### config.mk
export PLATFORM = sky130hd
export DESIGN_NAME = length_crc32_frame_checker_core_flat
export DESIGN_NICKNAME = d
export VERILOG_FILES = /design/src/rtl/crcfc_pkg.sv /design/src/rtl/crcfc_in_if.sv /design/src/rtl/crcfc_out_if.sv /design/src/rtl/crcfc_queue.sv /design/src/rtl/crcfc_front.sv /design/src/rtl/crcfc_back.sv /design/src/rtl/length_crc32_frame_checker_core.sv /design/src/flat_wrapper.sv
export SDC_FILE = /design/constraint.sdc
export NUM_CORES = 1
export LEC_CHECK = 0
export BUFFER_PORTS_ARGS = -buffer_cell sky130_fd_sc_hd__buf_2
export CELL_PAD_IN_SITES_DETAIL_PLACEMENT = 1
export CELL_PAD_IN_SITES_GLOBAL_PLACEMENT = 2
export CORE_UTILIZATION = 45
export CTS_CLUSTER_DIAMETER = 150
export DETAILED_ROUTE_END_ITERATION = 6
export PLACE_DENSITY_LB_ADDON = 0.1
export SLEW_MARGIN = 25
export SYNTH_ARGS = -nofsm -noshare
export SYNTH_HDL_FRONTEND = slang
export SYNTH_SLANG_ARGS = --single-unit
### constraint.sdc
create_clock -name clk_i -period 7.78 [get_ports clk_i]
set_input_delay 1.167 -clock clk_i [delete_from_list [all_inputs] [get_ports clk_i]]
set_output_delay 1.167 -clock clk_i [all_outputs]
set_load 0.02 [all_outputs]
### src/rtl/crcfc_pkg.sv
package crcfc_pkg;

  localparam int unsigned ByteW = 8;
  localparam int unsigned WordW = 32;

  // Reflected CRC-32 constants.
  localparam logic [WordW-1:0] CrcPoly = 32'hEDB8_8320;
  localparam logic [WordW-1:0] CrcInit = 32'hFFFF_FFFF;

  // Reset value of the payload length limit (10 MiB).
  localparam logic [WordW-1:0] MaxLenReset = 32'(1024 * 1024 * 10);

  // Default depth of the queue between the parser and the checker.
  localparam int unsigned QueueDepthDef = 4;

  // Configuration address map: one 32-bit register per word.
  localparam int unsigned ApbAddrW = 3;
  localparam int unsigned RegIdxW  = 1;
  localparam logic [RegIdxW-1:0] RegMaxLen = 1'b0;

  typedef enum logic [1:0] {
    ST_BUSY   = 2'd0,
    ST_GOOD   = 2'd1,
    ST_BADCRC = 2'd2,
    ST_BADLEN = 2'd3
  } status_e;

  // One classified item handed from the parser to the checker.
  typedef struct packed {
    logic              is_payload;
    logic              last;
    logic [ByteW-1:0]  data;
    logic [WordW-1:0]  expected;
  } q_entry_t;

  // One byte through the reflected CRC-32, LSB first.
  function automatic logic [WordW-1:0] crc_byte(input logic [WordW-1:0] crc,
                                                input logic [ByteW-1:0] b);
    logic [WordW-1:0] c;
    c = crc ^ {{(WordW-ByteW){1'b0}}, b};
    for (int k = 0; k < ByteW; k++) begin
      c = (c >> 1) ^ (CrcPoly & {WordW{c[0]}});
    end
    return c;
  endfunction

endpackage

### src/rtl/crcfc_in_if.sv
interface crcfc_in_if;
  logic                       valid;
  logic                       ready;
  logic [crcfc_pkg::ByteW-1:0] data_byte;

  modport source (output valid, output data_byte, input ready);
  modport sink   (input valid, input data_byte, output ready);
endinterface

### src/rtl/crcfc_out_if.sv
interface crcfc_out_if;
  logic                       valid;
  logic                       ready;
  logic [crcfc_pkg::ByteW-1:0] out_byte;
  logic                       byte_valid;
  logic                       frame_end;
  logic [1:0]                 frame_status;
  logic [crcfc_pkg::WordW-1:0] computed_crc;

  modport source (output valid, output out_byte, output byte_valid, output frame_end,
                  output frame_status, output computed_crc, input ready);
  modport sink   (input valid, input out_byte, input byte_valid, input frame_end,
                  input frame_status, input computed_crc, output ready);
endinterface

### src/rtl/crcfc_queue.sv
module crcfc_queue #(
  parameter int unsigned Depth = crcfc_pkg::QueueDepthDef
) (
  input  logic                clk_i,
  input  logic                rst_ni,
  input  logic                push_i,
  input  crcfc_pkg::q_entry_t push_data_i,
  output logic                full_o,
  input  logic                pop_i,
  output crcfc_pkg::q_entry_t pop_data_o,
  output logic                empty_o
);
  import crcfc_pkg::*;

  localparam int unsigned PtrW = (Depth > 1) ? $clog2(Depth) : 1;
  localparam int unsigned CntW = $clog2(Depth + 1);

  q_entry_t        mem_q [Depth];
  logic [PtrW-1:0] wr_ptr_q, wr_ptr_d;
  logic [PtrW-1:0] rd_ptr_q, rd_ptr_d;
  logic [CntW-1:0] count_q, count_d;

  assign full_o     = (count_q == CntW'(Depth));
  assign empty_o    = (count_q == '0);
  assign pop_data_o = mem_q[rd_ptr_q];

  always_comb begin
    wr_ptr_d = wr_ptr_q;
    rd_ptr_d = rd_ptr_q;
    count_d  = count_q;
    if (push_i) begin
      wr_ptr_d = (wr_ptr_q == PtrW'(Depth - 1)) ? '0 : wr_ptr_q + 1'b1;
    end
    if (pop_i) begin
      rd_ptr_d = (rd_ptr_q == PtrW'(Depth - 1)) ? '0 : rd_ptr_q + 1'b1;
    end
    if (push_i && !pop_i) begin
      count_d = count_q + 1'b1;
    end else if (pop_i && !push_i) begin
      count_d = count_q - 1'b1;
    end
  end

  always_ff @(posedge clk_i or negedge rst_ni) begin
    if (!rst_ni) begin
      wr_ptr_q <= '0;
      rd_ptr_q <= '0;
      count_q  <= '0;
    end else begin
      wr_ptr_q <= wr_ptr_d;
      rd_ptr_q <= rd_ptr_d;
      count_q  <= count_d;
    end
  end

  always_ff @(posedge clk_i) begin
    if (push_i) begin
      mem_q[wr_ptr_q] <= push_data_i;
    end
  end

  a_no_overflow : assert property (@(posedge clk_i) disable iff (!rst_ni)
    push_i |-> (!full_o || pop_i))
    else $error("queue written while full");

  a_no_underflow : assert property (@(posedge clk_i) disable iff (!rst_ni)
    pop_i |-> !empty_o)
    else $error("queue read while empty");

  a_count_bound : assert property (@(posedge clk_i) disable iff (!rst_ni)
    count_q <= CntW'(Depth))
    else $error("queue fill count out of range");

endmodule

### src/rtl/crcfc_front.sv
module crcfc_front (
  input  logic                          clk_i,
  input  logic                          rst_ni,
  crcfc_in_if.sink                      byte_i,
  input  logic [crcfc_pkg::WordW-1:0]   max_len_i,
  input  logic                          q_full_i,
  output logic                          q_push_o,
  output crcfc_pkg::q_entry_t           q_entry_o
);
  import crcfc_pkg::*;

  typedef enum logic [1:0] {
    PH_LEN = 2'd0,
    PH_CHK = 2'd1,
    PH_PAY = 2'd2
  } phase_e;

  phase_e           phase_q, phase_d;
  logic [1:0]       idx_q, idx_d;
  logic [WordW-1:0] len_q, len_d;
  logic [WordW-1:0] exp_q, exp_d;
  logic [WordW-1:0] left_q, left_d;
  logic             accept;
  logic             bad_len;

  // A byte is taken only when the queue has room for whatever it may produce.
  assign byte_i.ready = !q_full_i;
  assign accept       = byte_i.valid && !q_full_i;
  assign bad_len      = (len_q == '0) || (len_q > max_len_i);

  always_comb begin
    phase_d              = phase_q;
    idx_d                = idx_q;
    len_d                = len_q;
    exp_d                = exp_q;
    left_d               = left_q;
    q_push_o             = 1'b0;
    q_entry_o.is_payload = 1'b1;
    q_entry_o.last       = (left_q <= WordW'(1));
    q_entry_o.data       = byte_i.data_byte;
    q_entry_o.expected   = exp_q;
    if (accept) begin
      unique case (phase_q)
        PH_PAY: begin
          q_push_o = 1'b1;
          left_d   = left_q - WordW'(1);
          if (q_entry_o.last) begin
            phase_d = PH_LEN;
            idx_d   = '0;
          end
        end
        PH_CHK: begin
          exp_d[{idx_q, 3'b000} +: ByteW] = byte_i.data_byte;
          if (idx_q == 2'd3) begin
            idx_d = '0;
            if (bad_len) begin
              phase_d              = PH_LEN;
              q_push_o             = 1'b1;
              q_entry_o.is_payload = 1'b0;
              q_entry_o.last       = 1'b1;
            end else begin
              left_d  = len_q;
              phase_d = PH_PAY;
            end
          end else begin
            idx_d = idx_q + 2'd1;
          end
        end
        default: begin
          // Length field; the unused phase code also lands here.
          phase_d = PH_LEN;
          len_d[{idx_q, 3'b000} +: ByteW] = byte_i.data_byte;
          if (idx_q == 2'd3) begin
            idx_d   = '0;
            phase_d = PH_CHK;
          end else begin
            idx_d = idx_q + 2'd1;
          end
        end
      endcase
    end
  end

  always_ff @(posedge clk_i or negedge rst_ni) begin
    if (!rst_ni) begin
      phase_q <= PH_LEN;
      idx_q   <= '0;
      len_q   <= '0;
      exp_q   <= '0;
      left_q  <= '0;
    end else begin
      phase_q <= phase_d;
      idx_q   <= idx_d;
      len_q   <= len_d;
      exp_q   <= exp_d;
      left_q  <= left_d;
    end
  end

  a_left_nonzero : assert property (@(posedge clk_i) disable iff (!rst_ni)
    phase_q == PH_PAY |-> left_q != '0)
    else $error("payload phase with no bytes left");

  a_badlen_from_chk : assert property (@(posedge clk_i) disable iff (!rst_ni)
    (q_push_o && !q_entry_o.is_payload) |-> (phase_q == PH_CHK && idx_q == 2'd3))
    else $error("bad-length report outside the end of the header");

  a_idx_idle_in_payload : assert property (@(posedge clk_i) disable iff (!rst_ni)
    phase_q == PH_PAY |-> idx_q == 2'd0)
    else $error("header index not cleared during payload");

endmodule

### src/rtl/crcfc_back.sv
module crcfc_back (
  input  logic                clk_i,
  input  logic                rst_ni,
  input  logic                q_empty_i,
  input  crcfc_pkg::q_entry_t q_entry_i,
  output logic                q_pop_o,
  crcfc_out_if.source         result_o
);
  import crcfc_pkg::*;

  logic [WordW-1:0] crc_q, crc_d;
  logic             out_valid_q;
  logic [ByteW-1:0] out_byte_q;
  logic             byte_valid_q;
  logic             frame_end_q;
  status_e          status_q, status_d;
  logic [WordW-1:0] crc_out_q, crc_out_d;
  logic [WordW-1:0] crc_next;
  logic [WordW-1:0] crc_fin;

  // The output register frees when empty or when its item is taken.
  assign q_pop_o  = !q_empty_i && (!out_valid_q || result_o.ready);
  assign crc_next = crc_byte(crc_q, q_entry_i.data);
  assign crc_fin  = ~crc_next;

  always_comb begin
    crc_d     = crc_q;
    status_d  = ST_BUSY;
    crc_out_d = '0;
    if (!q_entry_i.is_payload) begin
      status_d = ST_BADLEN;
    end else if (q_entry_i.last) begin
      crc_d     = CrcInit;
      crc_out_d = crc_fin;
      status_d  = (crc_fin == q_entry_i.expected) ? ST_GOOD : ST_BADCRC;
    end else begin
      crc_d = crc_next;
    end
  end

  always_ff @(posedge clk_i or negedge rst_ni) begin
    if (!rst_ni) begin
      crc_q       <= CrcInit;
      out_valid_q <= 1'b0;
    end else if (q_pop_o) begin
      crc_q       <= crc_d;
      out_valid_q <= 1'b1;
    end else if (result_o.ready) begin
      out_valid_q <= 1'b0;
    end
  end

  always_ff @(posedge clk_i) begin
    if (q_pop_o) begin
      out_byte_q   <= q_entry_i.is_payload ? q_entry_i.data : '0;
      byte_valid_q <= q_entry_i.is_payload;
      frame_end_q  <= q_entry_i.last;
      status_q     <= status_d;
      crc_out_q    <= crc_out_d;
    end
  end

  assign result_o.valid        = out_valid_q;
  assign result_o.out_byte     = out_byte_q;
  assign result_o.byte_valid   = byte_valid_q;
  assign result_o.frame_end    = frame_end_q;
  assign result_o.frame_status = status_q;
  assign result_o.computed_crc = crc_out_q;

  a_crc_restart : assert property (@(posedge clk_i) disable iff (!rst_ni)
    (q_pop_o && q_entry_i.last) |=> crc_q == CrcInit)
    else $error("CRC not reinitialized after frame end");

  a_badlen_result : assert property (@(posedge clk_i) disable iff (!rst_ni)
    (q_pop_o && !q_entry_i.is_payload) |=>
      (status_q == ST_BADLEN && !byte_valid_q && frame_end_q && crc_out_q == '0))
    else $error("malformed bad-length result");

  a_busy_result : assert property (@(posedge clk_i) disable iff (!rst_ni)
    (out_valid_q && status_q == ST_BUSY) |-> (!frame_end_q && crc_out_q == '0))
    else $error("in-progress result carries end or CRC");

endmodule

### src/rtl/length_crc32_frame_checker_core.sv
// A payload byte taken by the parser is queued, then popped into the output register,
// where its result is offered. Throughput: one byte per cycle while the queue is not
// full; the CRC stage folds one byte per cycle while the output register is free.
// Header bytes give a result only when the length check fails; the queue absorbs stalls.
// Reset (rst_ni low, asynchronous): parser waits for a length field, CRC is all ones,
// the queue and output register are empty, and the length limit returns to 10 MiB.
module length_crc32_frame_checker_core #(
  parameter int unsigned QueueDepth = crcfc_pkg::QueueDepthDef
) (
  input  logic                              clk_i,
  input  logic                              rst_ni,
  crcfc_in_if.sink                          byte_i,
  crcfc_out_if.source                       result_o,
  input  logic                              psel,
  input  logic                              penable,
  input  logic                              pwrite,
  input  logic [crcfc_pkg::ApbAddrW-1:0]    paddr,
  input  logic [crcfc_pkg::WordW-1:0]       pwdata,
  output logic [crcfc_pkg::WordW-1:0]       prdata,
  output logic                              pready
);
  import crcfc_pkg::*;

  // The only configuration register is the payload length limit. A write
  // lands in the access phase; the parser samples the limit when it checks
  // the length at the end of each header, so a frame already in its
  // payload keeps running under the limit it was checked against.
  logic [WordW-1:0]   max_len_q;
  logic [RegIdxW-1:0] reg_idx;
  logic               reg_wr;

  assign pready  = 1'b1;
  assign reg_idx = paddr[ApbAddrW-1:2];
  assign reg_wr  = psel && penable && pwrite && (reg_idx == RegMaxLen);
  assign prdata  = (reg_idx == RegMaxLen) ? max_len_q : '0;

  always_ff @(posedge clk_i or negedge rst_ni) begin
    if (!rst_ni) begin
      max_len_q <= MaxLenReset;
    end else if (reg_wr) begin
      max_len_q <= pwdata;
    end
  end

  // The front end parses the header and tags every payload byte with its
  // last-byte flag and the expected CRC; a header that fails the length
  // check becomes a single bad-length item. No other header byte pushes anything.
  logic     q_push;
  logic     q_full;
  logic     q_pop;
  logic     q_empty;
  q_entry_t q_push_data;
  q_entry_t q_pop_data;

  crcfc_front u_front (
    .clk_i     (clk_i),
    .rst_ni    (rst_ni),
    .byte_i    (byte_i),
    .max_len_i (max_len_q),
    .q_full_i  (q_full),
    .q_push_o  (q_push),
    .q_entry_o (q_push_data)
  );

  // A short queue lets the parser keep taking bytes while the consumer stalls.
  crcfc_queue #(
    .Depth (QueueDepth)
  ) u_queue (
    .clk_i       (clk_i),
    .rst_ni      (rst_ni),
    .push_i      (q_push),
    .push_data_i (q_push_data),
    .full_o      (q_full),
    .pop_i       (q_pop),
    .pop_data_o  (q_pop_data),
    .empty_o     (q_empty)
  );

  // The back end runs the CRC, forms the frame status on the last byte or a bad-length item
  // and holds each result in an output register until the consumer takes it.
  crcfc_back u_back (
    .clk_i     (clk_i),
    .rst_ni    (rst_ni),
    .q_empty_i (q_empty),
    .q_entry_i (q_pop_data),
    .q_pop_o   (q_pop),
    .result_o  (result_o)
  );

endmodule

### src/flat_wrapper.sv
// flat-port wrapper written by rule: the top's interface ports become plain ports
module length_crc32_frame_checker_core_flat import crcfc_pkg::*;
#(
  parameter int unsigned QueueDepth = crcfc_pkg::QueueDepthDef
)
  (clk_i, rst_ni, psel, penable, pwrite, paddr, pwdata, prdata, pready, byte_i_valid, byte_i_data_byte, byte_i_ready, result_o_valid, result_o_out_byte, result_o_byte_valid, result_o_frame_end, result_o_frame_status, result_o_computed_crc, result_o_ready);
  crcfc_in_if byte_i_i ();
  crcfc_out_if result_o_i ();
  input  logic clk_i;
  input  logic rst_ni;
  input  logic psel;
  input  logic penable;
  input  logic pwrite;
  input  logic [crcfc_pkg::ApbAddrW-1:0] paddr;
  input  logic [crcfc_pkg::WordW-1:0] pwdata;
  output logic [crcfc_pkg::WordW-1:0] prdata;
  output logic pready;
  input wire logic [$bits(byte_i_i.valid)-1:0] byte_i_valid;
  input wire logic [$bits(byte_i_i.data_byte)-1:0] byte_i_data_byte;
  output wire logic [$bits(byte_i_i.ready)-1:0] byte_i_ready;
  output wire logic [$bits(result_o_i.valid)-1:0] result_o_valid;
  output wire logic [$bits(result_o_i.out_byte)-1:0] result_o_out_byte;
  output wire logic [$bits(result_o_i.byte_valid)-1:0] result_o_byte_valid;
  output wire logic [$bits(result_o_i.frame_end)-1:0] result_o_frame_end;
  output wire logic [$bits(result_o_i.frame_status)-1:0] result_o_frame_status;
  output wire logic [$bits(result_o_i.computed_crc)-1:0] result_o_computed_crc;
  input wire logic [$bits(result_o_i.ready)-1:0] result_o_ready;
  assign byte_i_i.valid = byte_i_valid;
  assign byte_i_i.data_byte = byte_i_data_byte;
  assign byte_i_ready = byte_i_i.ready;
  assign result_o_valid = result_o_i.valid;
  assign result_o_out_byte = result_o_i.out_byte;
  assign result_o_byte_valid = result_o_i.byte_valid;
  assign result_o_frame_end = result_o_i.frame_end;
  assign result_o_frame_status = result_o_i.frame_status;
  assign result_o_computed_crc = result_o_i.computed_crc;
  assign result_o_i.ready = result_o_ready;
  length_crc32_frame_checker_core #(.QueueDepth(QueueDepth)) u_core (.clk_i(clk_i), .rst_ni(rst_ni), .byte_i(byte_i_i), .result_o(result_o_i), .psel(psel), .penable(penable), .pwrite(pwrite), .paddr(paddr), .pwdata(pwdata), .prdata(prdata), .pready(pready));
endmodule
; After elaboration in Yosys (flattened, before gate mapping)
; Memories as Yosys holds them, arrays and structs flattened.
; Index checks and enable logic that the tools add are counted.
[op_classes]
addsub = 7
multipliers = 0
div = 0
magnitude_cmp = 2
eq_ne = 10
n_shift = 2
muxes = 32
n_bitwise = 12
reduce_logical = 27
[op_table]
columns = op, n
row1 = bitwise XOR 31 x 32 -> 32 bit, 8
row2 = 2-to-1 mux 32 bit, 4
row3 = bitwise mux 32 bit, 2
row4 = one-hot mux 32 bit (2 select lines), 1
row5 = equality test 32 bit, 1
row6 = greater-than comparator 32 bit, 1
row7 = <= comparator 32 x 1 -> 1 bit (second input constant), 1
row8 = zero test 32 bit, 1
row9 = NOT 32 bit, 1
row10 = variable shift 8 x 7 -> 32 bit (first input constant), 1
row11 = indexed part select 8 x 7 -> 32 bit, 1
row12 = subtractor 32 x 1 -> 32 bit (second input constant), 1
row13 = bitwise XOR 32 x 8 -> 32 bit, 1
row14 = 2-to-1 mux 2 bit, 13
row15 = AND reduction 2 bit, 5
row16 = equality test 2 bit (second input constant), 4
row17 = 2-to-1 mux 1 bit, 8
row18 = logical AND 1 bit, 7
row19 = negation 5 -> 7 bit, 1
row20 = adder 2 x 1 -> 2 bit (second input constant), 3
row21 = 2-to-1 mux 3 bit, 2
row22 = != test 2 bit (second input constant), 3
row23 = nonzero test 2 bit, 3
row24 = zero test 1 bit, 5
row25 = 12 further kinds, 14
[word_totals]
register_bits = 216
latchBits = 0
ram_bits = 168
rom_bits = 0
inputBits = 50
out_inout_bits = 79
elab_cells = 109
mem_count = 1
[mem_list]
columns = memory, depth, word_bits, rd, rd_ports_with_merged_regs, wr, line_no
row1 = u_core.u_queue.mem_q, 4, 42, 1, 0, 1, crcfc_queue.sv:18  ; q_entry_t mem_q [Depth];

; Depth between registers and ports, before layout
; Gate-level depths: netlist of the first run.
; An unclocked memory read counts as a cell.
[depth]
word_depth = 14
depth_mapped = 16
ltp_nobuf = 16

; Hierarchy
; From an unflattened synthesis of the first run, not the netlist that was laid out.
[unflattened]
cells_unflattened = 1337
hier_area_um2 = 17957.2
[modules_own_cells]
columns = mod, instances, cells_each, area_each_um2
row1 = crcfc_queue, 1, 257, 6533.8
row2 = crcfc_front, 1, 661, 5688.0
row3 = crcfc_back, 1, 314, 4179.0
row4 = length_crc32_frame_checker_core, 1, 105, 1556.5

; Worst setup path after synthesis of the first run
; Ideal clock, no wire load.
[synth_path]
kind = reg2reg
from = reg u_core.u_front.len_q[31]
to = mem u_core.u_queue.mem_q[0][0] (netlist name) (enable)
arrival_ps = 3559
t_required_ps = 7330
path_slack_ps = 3771
stages_incl_launch_ff = 11
path_cell_list = dfrtp_1 > ha_1 > and2_1 > nand3_1 > nor4_1 > nand4_1 > and3_1 > a32o_1 > or4b_2 > a32o_1 > and2_1
[synth_between]
elab_chain_len = 8
[synth_rtl]
columns = element, line_no
row1 = start: declaration, crcfc_front.sv:20  ; logic [WordW-1:0] len_q, len_d;
row2 = start signal: assignment, crcfc_front.sv:94  ; len_q <= len_d;
row3 = greater-than comparator 32 bit or zero test 32 bit (tied branches), crcfc_front.sv:29  ; assign bad_len = (len_q == '0) || (len_q > max_len_i);
row4 = logical OR 1 bit *, crcfc_front.sv:29
row5 = 2-to-1 mux 1 bit *, crcfc_front.sv:56  ; if (bad_len) begin
row6 = 2-to-1 mux 1 bit *, crcfc_front.sv:54  ; if (idx_q == 2'd3) begin
row7 = one-hot mux 1 bit (2 select lines) *, crcfc_front.sv:43  ; unique case (phase_q)
row8 = 2-to-1 mux 1 bit *, crcfc_front.sv:42  ; if (accept) begin
row9 = via u_core.q_push, length_crc32_frame_checker_core.sv:48  ; logic q_push;
row10 = 2-to-1 mux 1 bit *, crcfc_queue.sv:57  ; if (push_i) begin
row11 = 2-to-1 mux 1 bit (implied by the code) *, crcfc_queue.sv:58  ; mem_q[wr_ptr_q] <= push_data_i;
row12 = end: declaration, crcfc_queue.sv:18
; The timed path passes the listed nets; every way through them passes the cells marked *.

; Final worst setup path of the first run
[layout_path]
from = reg u_core.u_front.len_q[31]
to = reg u_core.u_queue.count_q[1]
[layout_rtl]
columns = element, line_no
row1 = greater-than comparator 32 bit or zero test 32 bit (tied branches), crcfc_front.sv:29
row2 = logical OR 1 bit *, crcfc_front.sv:29
row3 = 2-to-1 mux 1 bit *, crcfc_front.sv:56
row4 = 2-to-1 mux 1 bit *, crcfc_front.sv:54
row5 = one-hot mux 1 bit (2 select lines) *, crcfc_front.sv:43
row6 = 2-to-1 mux 1 bit *, crcfc_front.sv:42
row7 = via u_core.q_push, length_crc32_frame_checker_core.sv:48
row8 = logical AND 1 bit *, crcfc_queue.sv:37  ; if (push_i && !pop_i) begin
row9 = 2-to-1 mux 3 bit *, crcfc_queue.sv:37
row10 = via u_core.u_queue.count_d[1], crcfc_queue.sv:21  ; logic [CntW-1:0] count_q, count_d;
row11 = end signal: assignment, crcfc_queue.sv:52  ; count_q <= count_d;
row12 = end: declaration, crcfc_queue.sv:21
; Marked as above.
; A chain may end at the register's enable or synchronous reset.

==> results of run 1 <==
## synth_stat cells, types with 28 or more instances
library cell	instances	area, um2
clkbuf_1	55	206
o21ai_0	99	495
dfrtp_1	138	3450
nor2_1	95	357
mux2_2	36	405
nor3_1	28	140
a21oi_1	39	195
xnor2_1	63	552
mux4_2	41	923
edfxtp_1	212	6370
nand2_1	128	480
nand3_1	64	320
ha_1	46	576
inv_1	62	233
dfstp_2	34	893
## sequential cells by signal, summed over array words and instances (netlist names), 8 cells and up
register	flops
u_core.u_back.crc_q	32
u_core.u_queue.mem_q	168
u_core.u_front.left_q	32
u_core.u_back.result_o.computed_crc	32
u_core.u_front.len_q	32
u_core.u_front.exp_q	32
u_core.u_back.result_o.out_byte	8
u_core.max_len_q	32
## area by class of cell
cell class,instances,area [um2],share of cell area [%]
multi-input combinational,897,6730,32.7
timing repair buffer,146,793,3.85
clock buffer,49,1120,5.43
tap,518,648,3.15
inverter,62,233,1.13
sequential,384,10700,52.0
clock inverter,29,368,1.79
## routing by layer
| layer | vias up | part of all wire [%] | global-route usage, % |
|---|---|---|---|
| li1 | 5398 | - | - |
| met1 | 5897 | 42 | 29.5 |
| met2 | 246 | 50 | 40.0 |
| met4 | 0 | 4.3 | 11.0 |
| met5 | - | 0 | 0 |
| met3 | 94 | 3.6 | 3.03 |
## report_power, final
group / switching, mW / internal, mW / total (mW)
registers: 0.331 / 2.63 / 2.96
logic: 2.61 / 1.87 / 4.48
clock network: 0.853 / 1.28 / 2.13
total: 3.79 / 5.77 / 9.56
## path summary, 6_finish.rpt
| path | to | startpoint | slack (ns) |
|---|---|---|---|
| worst max register to register | u_core.u_queue.count_q[1] | u_core.u_front.len_q[31] | 2.51 |
| worst min-delay path | u_core.u_queue.mem_q[0][14] | u_core.u_front.exp_q[14] | 0.50 |
| max in group asynchronous | u_core.u_queue.rd_ptr_q[0] | rst_ni | 5.87 |
| worst min register to register | u_core.u_queue.mem_q[0][14] | u_core.u_front.exp_q[14] | 0.50 |
| worst max-delay path | u_core.u_queue.count_q[1] | u_core.u_front.len_q[31] | 2.51 |
| min in group asynchronous | u_core.u_back.result_o.valid | rst_ni | 0.63 |
## through the flow
step                setup slack, ns  hold WS, ns
floorplan                      3.77        0.464
CTS                            2.61        0.503
detailed placement             2.63        0.487
finish                         2.51        0.497
global route                   2.47        0.515
global placement               2.71        0.473
## cells by family (layout without fill, tap and decap cells)
logic type               Yosys count  in the layout  synth area share, %
AO/OA/AOI/OAI                    225            225                 7.92
other                              1              1               0.0210
buffers and inverters            125            286                 2.75
AND/OR/NAND/NOR                  438            438                 11.7
multiplexers                      80             80                 7.59
adder cells (fa/ha/maj)           47             47                 3.33
XOR/XNOR                         106            106                 6.81
flip-flops                       384            384                 59.9
## critical path, cell delays in order, from the launching register on
cell	delay [ns]
dfrtp_1	0.50
ha_1	0.36
and2_1	0.16
nand3_1	0.11
nor4_1	0.88
nand4_1	0.46
and3_1	0.30
a32o_1	0.29
or4b_2	0.75
a32o_1	0.35
ha_1	0.25
inv_1	0.07
fa_1	0.40
mux2_2	0.27
==> summary.txt, run 1 <==
Cells and area
  • Most common cell after layout, fill and taps aside: edfxtp_1
  • N_diodes: 0
  • Final design area excluding fillers: between 20000 and 25000 um2
  • Final non-filler cell total: approximately 2100
  • Area growth from synthesis to layout: 15.2%
  • Fill cells: about 4000
  • Most frequent cells in the layout: 212 x edfxtp_1, 137 x dfrtp_1, 128 x nand2_1
  • Final nets: between 1500 and 2000
  • Post-Route Utilization: 53.0%
  • Layout cells sized above 1: a little under a quarter

STA
  • Final hold vios: 0
  • Achievable frequency: 0.190 GHz
  • Skew final: 0.0155 ns
  • Worst Tran Pin Value: 1.03 ns
  • Final slew viol count: 0
  • Fin crit period: about 5.3 ns
  • Relative slew slack: a little under a third
  • Final setup violation count: 0
  • Tcrit/Tclk final: around two thirds
  • RSZ-0062 raised after global routing: no
  • Fin Setup TNS: 0 ns

Logic synthesis
  • Avg Cell Area, Syn: 12.7 um2
  • Number of synthesized flops with an enable pin: ~210
  • Synth warn: 0
  • Cells after Synth: ~1400
  • Post-synth ARST share: 44.8%
  • Most used DFF post-synth: edfxtp_1
  • #FFs+latches synth: ~380
  • Synth Cell Area: between 15000 and 20000 um2
  • Syn Nets: ~1500
  • Post-synthesis sequential area ratio: between 50% and 60%
  • Cell variety after synth: between 60 and 70

Clock tree
  • CTS H-Tree Depth: 2
  • Max Buffers Root-to-Sink: 3
  • Root Buffer: clkbuf_16
  • Hold-fix buffers at CTS: 0
  • TritonCTS clock tree: done
  • CTS clk-pin slew, worst paths: 0.06 ns
  • Cts repair resizes: 0
  • Clock Latency Late Sink: about 0.57 ns
  • CTS Sinks: 384
  • Num CTS Buffers: 42
  • Post-CTS setup buffer count: 0

Drt
  • DRT iter0 DRCs: 554
  • Antenna Nets Post-Route: 0
  • Drt pass-1 iters: 7
  • DR vias/cell: roughly 5.6
  • WL final: around 46000 um
  • Post-route DRC: 0
  • DR WL/cell: between 20 and 25 um
  • Vias: around 12000

Placement
  • Dpl hpwl: 32500 um
  • Routability cong.: approximately 0.8
  • Placed cell count: about 2000
  • DP Area: 19100 um2
  • Number of port buffers: 125

GRT
  • First-pass GRT wire length: 72300 um
  • Vias in the first global route: 12300
  • Largest net degree at the start of global routing: 69
  • Tot GR Track Use: between 20% and 30%
  • Antenna violations before repair: 0
  • Global route total overflow: 0

Floorplanning
  • CORE AREA: ~39000 um2
  • Row count: 72
  • Die width: 201 um
  • Starting Density: a little under half
  • Die area: roughly 41000 um2
  • Die span in y: approximately 200 um
  • Io pins: approximately 130

Flow run
  • Max_cap viols: 0

Worst hold path
  • Hold Path Depth: 0
  • Hold/Removal Path Class: flip-flop to flip-flop

Critical path
  • Critical Path Fanout Max: 7
  • Setup crit start kind: flip-flop
  • Worst EP arrival: roughly 5.7 ns
  • R2r worst-path depth: 13
  • Type of the worst setup path: flip-flop to flip-flop
  • WP data required: 8.23 ns
  • Crit. End Element: flip-flop

Power and ir drop
  • Peak supply drop: between 300 and 400 uV
  • Design Power: ~9.6 mW
  • Lkg Pwr: 8.05 nW
  • Power Dens Cells: approximately 460 nW/um2

Status
  • Status: completed
No activity file was read; power rests on OpenSTA's default activity.
==> run 2, diff against run 1 <==
--- a/config.mk
+++ b/config.mk
@@ -8,7 +8,7 @@
 export BUFFER_PORTS_ARGS = -buffer_cell sky130_fd_sc_hd__buf_2
 export CELL_PAD_IN_SITES_DETAIL_PLACEMENT = 1
 export CELL_PAD_IN_SITES_GLOBAL_PLACEMENT = 2
-export CORE_UTILIZATION = 45
+export CORE_UTILIZATION = 42
 export CTS_CLUSTER_DIAMETER = 150
 export DETAILED_ROUTE_END_ITERATION = 6
 export PLACE_DENSITY_LB_ADDON = 0.1
==> constraint.sdc (replaced) <==
create_clock -name clk_i -period 4.9 [get_ports clk_i]
set_input_delay 0.735 -clock clk_i [delete_from_list [all_inputs] [get_ports clk_i]]
set_output_delay 0.735 -clock clk_i [all_outputs]
set_load 0.02 [all_outputs]
==> run 2 against run 1 <==
  * Sequential power grew 60%
  * First-iteration DRC count grew 19%
  * Hold slack lost 0.28 ns
  * Wire length grew 3.5%
==> summary.txt, run 2 (synthesis gave the netlist of run 1 again) <==
Status
  • Status: completed

Clock tree
  • CTS clk-pin slew, worst paths: roughly 0.060 ns
  • Num CTS Buffers: 43
  • CTS Sinks: ~380
  • Clock Latency Late Sink: between 0.5 and 0.6 ns
  • Max Buffers Root-to-Sink: 3
  • Hold-fix buffers at CTS: 0
  • Cts repair resizes: 0
  • CTS H-Tree Depth: 2
  • Post-CTS setup buffer count: 0
  • Root Buffer: clkbuf_16
  • TritonCTS clock tree: done

Drt
  • Drt pass-1 iters: 5
  • DR WL/cell: ~22 um
  • DRT iter0 DRCs: 660
  • DR vias/cell: between 5 and 6
  • Post-route DRC: 0
  • Vias: 11700
  • WL final: 48000 um
  • Antenna Nets Post-Route: 0

Cells and area
  • Area growth from synthesis to layout: 16.4%
  • Most frequent cells in the layout: 212 x edfxtp_1, 136 x dfrtp_1, 128 x nand2_1
  • Final nets: ~1700
  • Layout cells sized above 1: about a quarter
  • Max reg flops: 168
  • Most flops, register: u_core.u_queue.mem_q
  • Most common cell after layout, fill and taps aside: edfxtp_1
  • Final design area excluding fillers: between 20000 and 25000 um2
  • N_diodes: 0

GRT
  • First-pass GRT wire length: about 75000 um
  • Largest net degree at the start of global routing: 85
  • Vias in the first global route: around 12000
  • Tot GR Track Use: 22.7%
  • Antenna violations before repair: 0
  • Global route total overflow: 0

Placement
  • DP Area: 19400 um2
  • Dpl hpwl: approximately 34000 um
  • Number of port buffers: between 100 and 150
  • Routability cong.: a little over 0.8

Floorplanning
  • Row count: 75
  • Io pins: around 130
  • CORE AREA: 41900 um2
  • Die area: around 43000 um2
  • Starting Density: between 40% and 50%
  • Die width: about 210 um
  • Die span in y: 208 um

Power and ir drop
  • Design Power: about 16 mW
  • Peak supply drop: roughly 440 uV
  • Power Dens Cells: around 750 nW/um2
  • Lkg Pwr: just over 8 nW

Critical path
  • Setup crit start kind: flip-flop
  • R2R setup slack: around 0.53 ns
  • R2r worst-path depth: 9
  • Worst r2r src: u_core.u_queue.rd_ptr_q[0]
  • WP data required: 5.24 ns
  • Crit. End Element: flip-flop
  • Type of the worst setup path: flip-flop to flip-flop
  • Critical Path Fanout Max: 16
  • End of the worst register-to-register path: u_core.u_back.result_o.frame_status[1]
  • Worst EP arrival: between 4 and 5 ns

STA
  • RSZ-0062 raised after global routing: no
  • Tcrit/Tclk final: 89.1%
  • Relative slew slack: between 30% and 40%
  • Skew final: between 0.02 and 0.025 ns
  • Achievable frequency: 0.229 GHz
  • Final slew viol count: 0
  • Final hold vios: 0
  • Worst Tran Pin Value: between 0.9 and 1 ns
  • Final setup violation count: 0
  • Fin Setup TNS: 0 ns
  • Fin crit period: about 4.4 ns

Worst hold path
  • Hold/Removal Path Class: input pin to asynchronous set/reset pin

Flow run
  • Max_cap viols: 0
[run 2: cell count changes in the layout (fill, tap and decap cells not counted), moves of 2 or more]
cell	delta
buf_12	+5
buf_4	+24
bufinv_16	-2
clkinv_1	+6
clkinv_2	+4
clkinv_4	-3
clkinv_8	-2
inv_16	+2
nor3_1	+2
[run 2: metal layers]
layer	global-route usage, %	wire length (um)	up-vias
li1	-	-	5470
met5	0	0	-
met3	2.85	1350	78
met1	29.4	21200	5969
met2	38.9	23900	215
met4	8.53	1520	0
[run 2: worst max-delay path by stage]
stage / endpoint / depth (start not counted) / startpoint / slack, ns
after floorplan: u_core.u_queue.mem_q[0][0] / 10 / u_core.u_front.len_q[31] / 0.89
after global placement: u_core.u_queue.count_q[1] / 15 / u_core.u_front.len_q[31] / 0.59
after detailed placement: u_core.u_queue.count_q[1] / 15 / u_core.u_front.len_q[31] / 0.51
after CTS: u_core.u_queue.count_q[1] / 15 / u_core.u_front.len_q[31] / 0.50
after global routing: u_core.u_queue.count_q[1] / 15 / u_core.u_front.len_q[31] / 0.35
final: u_core.u_back.result_o.frame_status[1] / 9 / u_core.u_queue.rd_ptr_q[0] / 0.53
[run 2: worst max-delay path, cell delays in order (launching register included)]
cell and delay (ns):
dfrtp_2 0.68, mux4_2 0.66, xor2_1 0.71, xnor2_2 0.34, xor3_1 0.44, xor2_1 0.18, nand4_1 0.19, nor4_1 0.34
nand4_1 0.30, a21o_1 0.26
[run 2: area by class of cell]
class	count	area, um2
fill	4309	21100
sequential	384	10700
multi-input combinational	897	6720
clock buffer	48	1100
timing repair buffer	174	1060
tap	539	674
clock inverter	32	315
inverter	62	233
[run 2: stage by stage]
stage	worst slack [ns]	instances	utilization, %	hold slack [ns]
after global placement	0.593	2056	46.2	0.478
final	0.534	2136	49.6	0.221
after global routing	0.350	2136	49.6	0.289
after floorplan	0.891	1406	-	0.439
after CTS	0.497	2136	49.6	0.241
after detailed placement	0.514	2056	46.2	0.494
[run 2: power by group]
group          internal [mW]  total, mW  switching [mW]
logic                   3.29       7.58            4.29
registers               4.17       4.73           0.554
clock network           1.90       3.27            1.36
==> run 3, diff against run 2 <==
--- a/config.mk
+++ b/config.mk
@@ -12,7 +12,8 @@
 export CTS_CLUSTER_DIAMETER = 150
 export DETAILED_ROUTE_END_ITERATION = 6
 export PLACE_DENSITY_LB_ADDON = 0.1
-export SLEW_MARGIN = 25
+export RECOVER_POWER = 100
+export SLEW_MARGIN = 20
 export SYNTH_ARGS = -nofsm -noshare
 export SYNTH_HDL_FRONTEND = slang
 export SYNTH_SLANG_ARGS = --single-unit
==> run 3 against run 2 <==
  * The run now ends with capacitance limit, slew limit left
  * Core utilization is 0.57 points lower
  * Sequential cell count stayed put
  * Register-to-register slack worse by 0.11 ns
  * Hold slack better by 0.17 ns
  * Wire length is 0.11% lower
  * Critical endpoint unchanged
  * Largest power group unchanged
==> summary.txt, run 3 (synthesis gave the netlist of run 1 again) <==
GRT
  • Global route total overflow: 0
  • Largest net degree at the start of global routing: 85
  • Vias in the first global route: 12200
  • Tot GR Track Use: 22.7%
  • First-pass GRT wire length: about 75000 um
  • Antenna violations before repair: 0

Power and ir drop
  • Power Dens Cells: 755 nW/um2
  • Lkg Pwr: just under 8 nW
  • Peak supply drop: 444 uV

Critical path
  • R2r worst-path depth: 10
  • Crit-path slowest cell: clkbuf_1
  • Worst r2r src: u_core.u_queue.rd_ptr_q[1]
  • Crit. End Element: flip-flop
  • Type of the worst setup path: flip-flop to flip-flop
  • CP bufs+invs: 1
  • Crit path top cell by count: nor4_1
  • Cell Chain, Critical Path: clkbuf_1, mux4_2, xnor2_1, nand3_1, nor2b_1, nor4_1, o211ai_1, nor4_1, nand4_1, a21o_1
  • Crit-path leading delay family: buffers and inverters
  • Setup crit start kind: flip-flop
  • Critical Path Fanout Max: 28
  • CP peak stage delay: between 1 and 1.5 ns
  • WP data required: around 5.2 ns
  • Critical path launch point: u_core.u_queue.rd_ptr_q[1]
  • Crit. path cell count: 10
  • Worst EP arrival: approximately 4.8 ns

Drt
  • WL final: ~48000 um
  • Post-route DRC: 0
  • DR vias/cell: between 5 and 6
  • Antenna Nets Post-Route: 0
  • DRT iter0 DRCs: 660
  • Vias: ~12000
  • Drt pass-1 iters: 5
  • DR WL/cell: 22.4 um

Floorplanning
  • Starting Density: a little over two fifths
  • Row count: 75
  • CORE AREA: ~42000 um2
  • Die width: 208 um
  • Io pins: about 130
  • Die area: 43400 um2
  • Die span in y: around 210 um

Clock tree
  • TritonCTS clock tree: done
  • CTS Sinks: 384
  • Cts repair resizes: 0
  • CTS H-Tree Depth: 2
  • Clock Latency Late Sink: 0.59 ns
  • Post-CTS setup buffer count: 0
  • Hold-fix buffers at CTS: 0
  • CTS clk-pin slew, worst paths: around 0.060 ns
  • Max Buffers Root-to-Sink: 3
  • Root Buffer: clkbuf_16
  • Num CTS Buffers: 43

Placement
  • Routability cong.: 0.821
  • Dpl hpwl: around 34000 um
  • Placed cell count: 2056
  • Number of port buffers: approximately 130

STA
  • Achievable frequency: around 0.22 GHz
  • Skew final: 0.0199 ns
  • Relative slew slack: -50.1%
  • RSZ-0062 raised after global routing: no
  • Fin Setup TNS: 0 ns
  • Fin crit period: approximately 4.5 ns
  • Final slew viol count: approximately 280
  • Tcrit/Tclk final: roughly nine tenths
  • Final setup violation count: 0
  • Worst Tran Pin Value: about 2.3 ns
  • Final hold vios: 0

Status
  • Status: finished with violations
  • Failing checks: capacitance limit, slew limit

Cells and area
  • Final nets: 1659
  • N_diodes: 0
  • Most common cell after layout, fill and taps aside: edfxtp_1
  • Layout cells sized above 1: ~18%
  • Most frequent cells in the layout: 212 x edfxtp_1, 136 x dfrtp_1, 128 x nand2_1
  • Final non-filler cell total: roughly 2100
  • Max reg flops: roughly 170
  • Area growth from synthesis to layout: 15.0%
  • Most flops, register: u_core.u_queue.mem_q

Worst hold path
  • Hold/Removal Path Class: input pin to flip-flop
  • Hold Path Depth: 2
  • Min-delay src: pwdata[13]

Flow run
  • Max_cap viols: 6
==> run 3: cell type report <==
type                    count  area [um2]
inverters                  62         233
clock buffers              48        1100
fillers                  4363       21400
flip-flops and latches    384       10700
multi-input cells         897        6700
repair buffers            174         837
well taps                 539         674
clock inverters            32         315
==> run 3: worst register-to-register path, stage by stage, from the launching register on <==
cell,delay [ns]
dfrtp_2,0.64
clkbuf_1,1.32
mux4_2,0.46
xnor2_1,0.20
nand3_1,0.09
nor2b_1,0.14
nor4_1,0.43
o211ai_1,0.16
nor4_1,0.26
nand4_1,0.27
a21o_1,0.25
==> run 3: per-stage QoR <==
| stage | power, mW | hold WS (ns) | instance area [um2] | setup WS (ns) | util (%) |
|---|---|---|---|---|---|
| after floorplan | 9.79 | 0.439 | 17900 | 0.891 | - |
| after global routing | 16.4 | 0.373 | 20600 | 0.193 | 49.1 |
| after CTS | 15.8 | 0.241 | 20800 | 0.497 | 49.6 |
| after detailed placement | 12.4 | 0.494 | 19400 | 0.514 | 46.2 |
| final | 15.5 | 0.387 | 20600 | 0.423 | 49.1 |
| after global placement | 12.3 | 0.478 | 19400 | 0.593 | 46.2 |
==> run 3: path summary, 6_finish.rpt <==
check | to | slack (ns)
worst max-delay path | u_core.u_back.result_o.frame_status[1] | 0.42
worst min-delay path | u_core.max_len_q[13] | 0.39
worst max register to register | u_core.u_back.result_o.frame_status[1] | 0.42
worst min register to register | u_core.max_len_q[14] | 0.50
max in group asynchronous | u_core.u_front.exp_q[24] | 1.28
min in group asynchronous | u_core.u_front.left_q[2] | 0.81
==> run 3: power by group <==
group	leakage, nW	internal [mW]	switching [mW]
registers	4.05	4.18	0.556
logic	3.06	3.24	4.30
clock network	0.706	1.90	1.36
total	7.81	9.32	6.21
==> run 3: metal layers <==
| layer | up-vias | global-route usage [%] | wire length [um] |
|---|---|---|---|
| met5 | - | 0 | 0 |
| met4 | 0 | 8.53 | 1480 |
| met1 | 5927 | 29.4 | 21000 |
| met3 | 76 | 2.85 | 1480 |
| met2 | 223 | 38.9 | 24000 |
| li1 | 5467 | - | - |
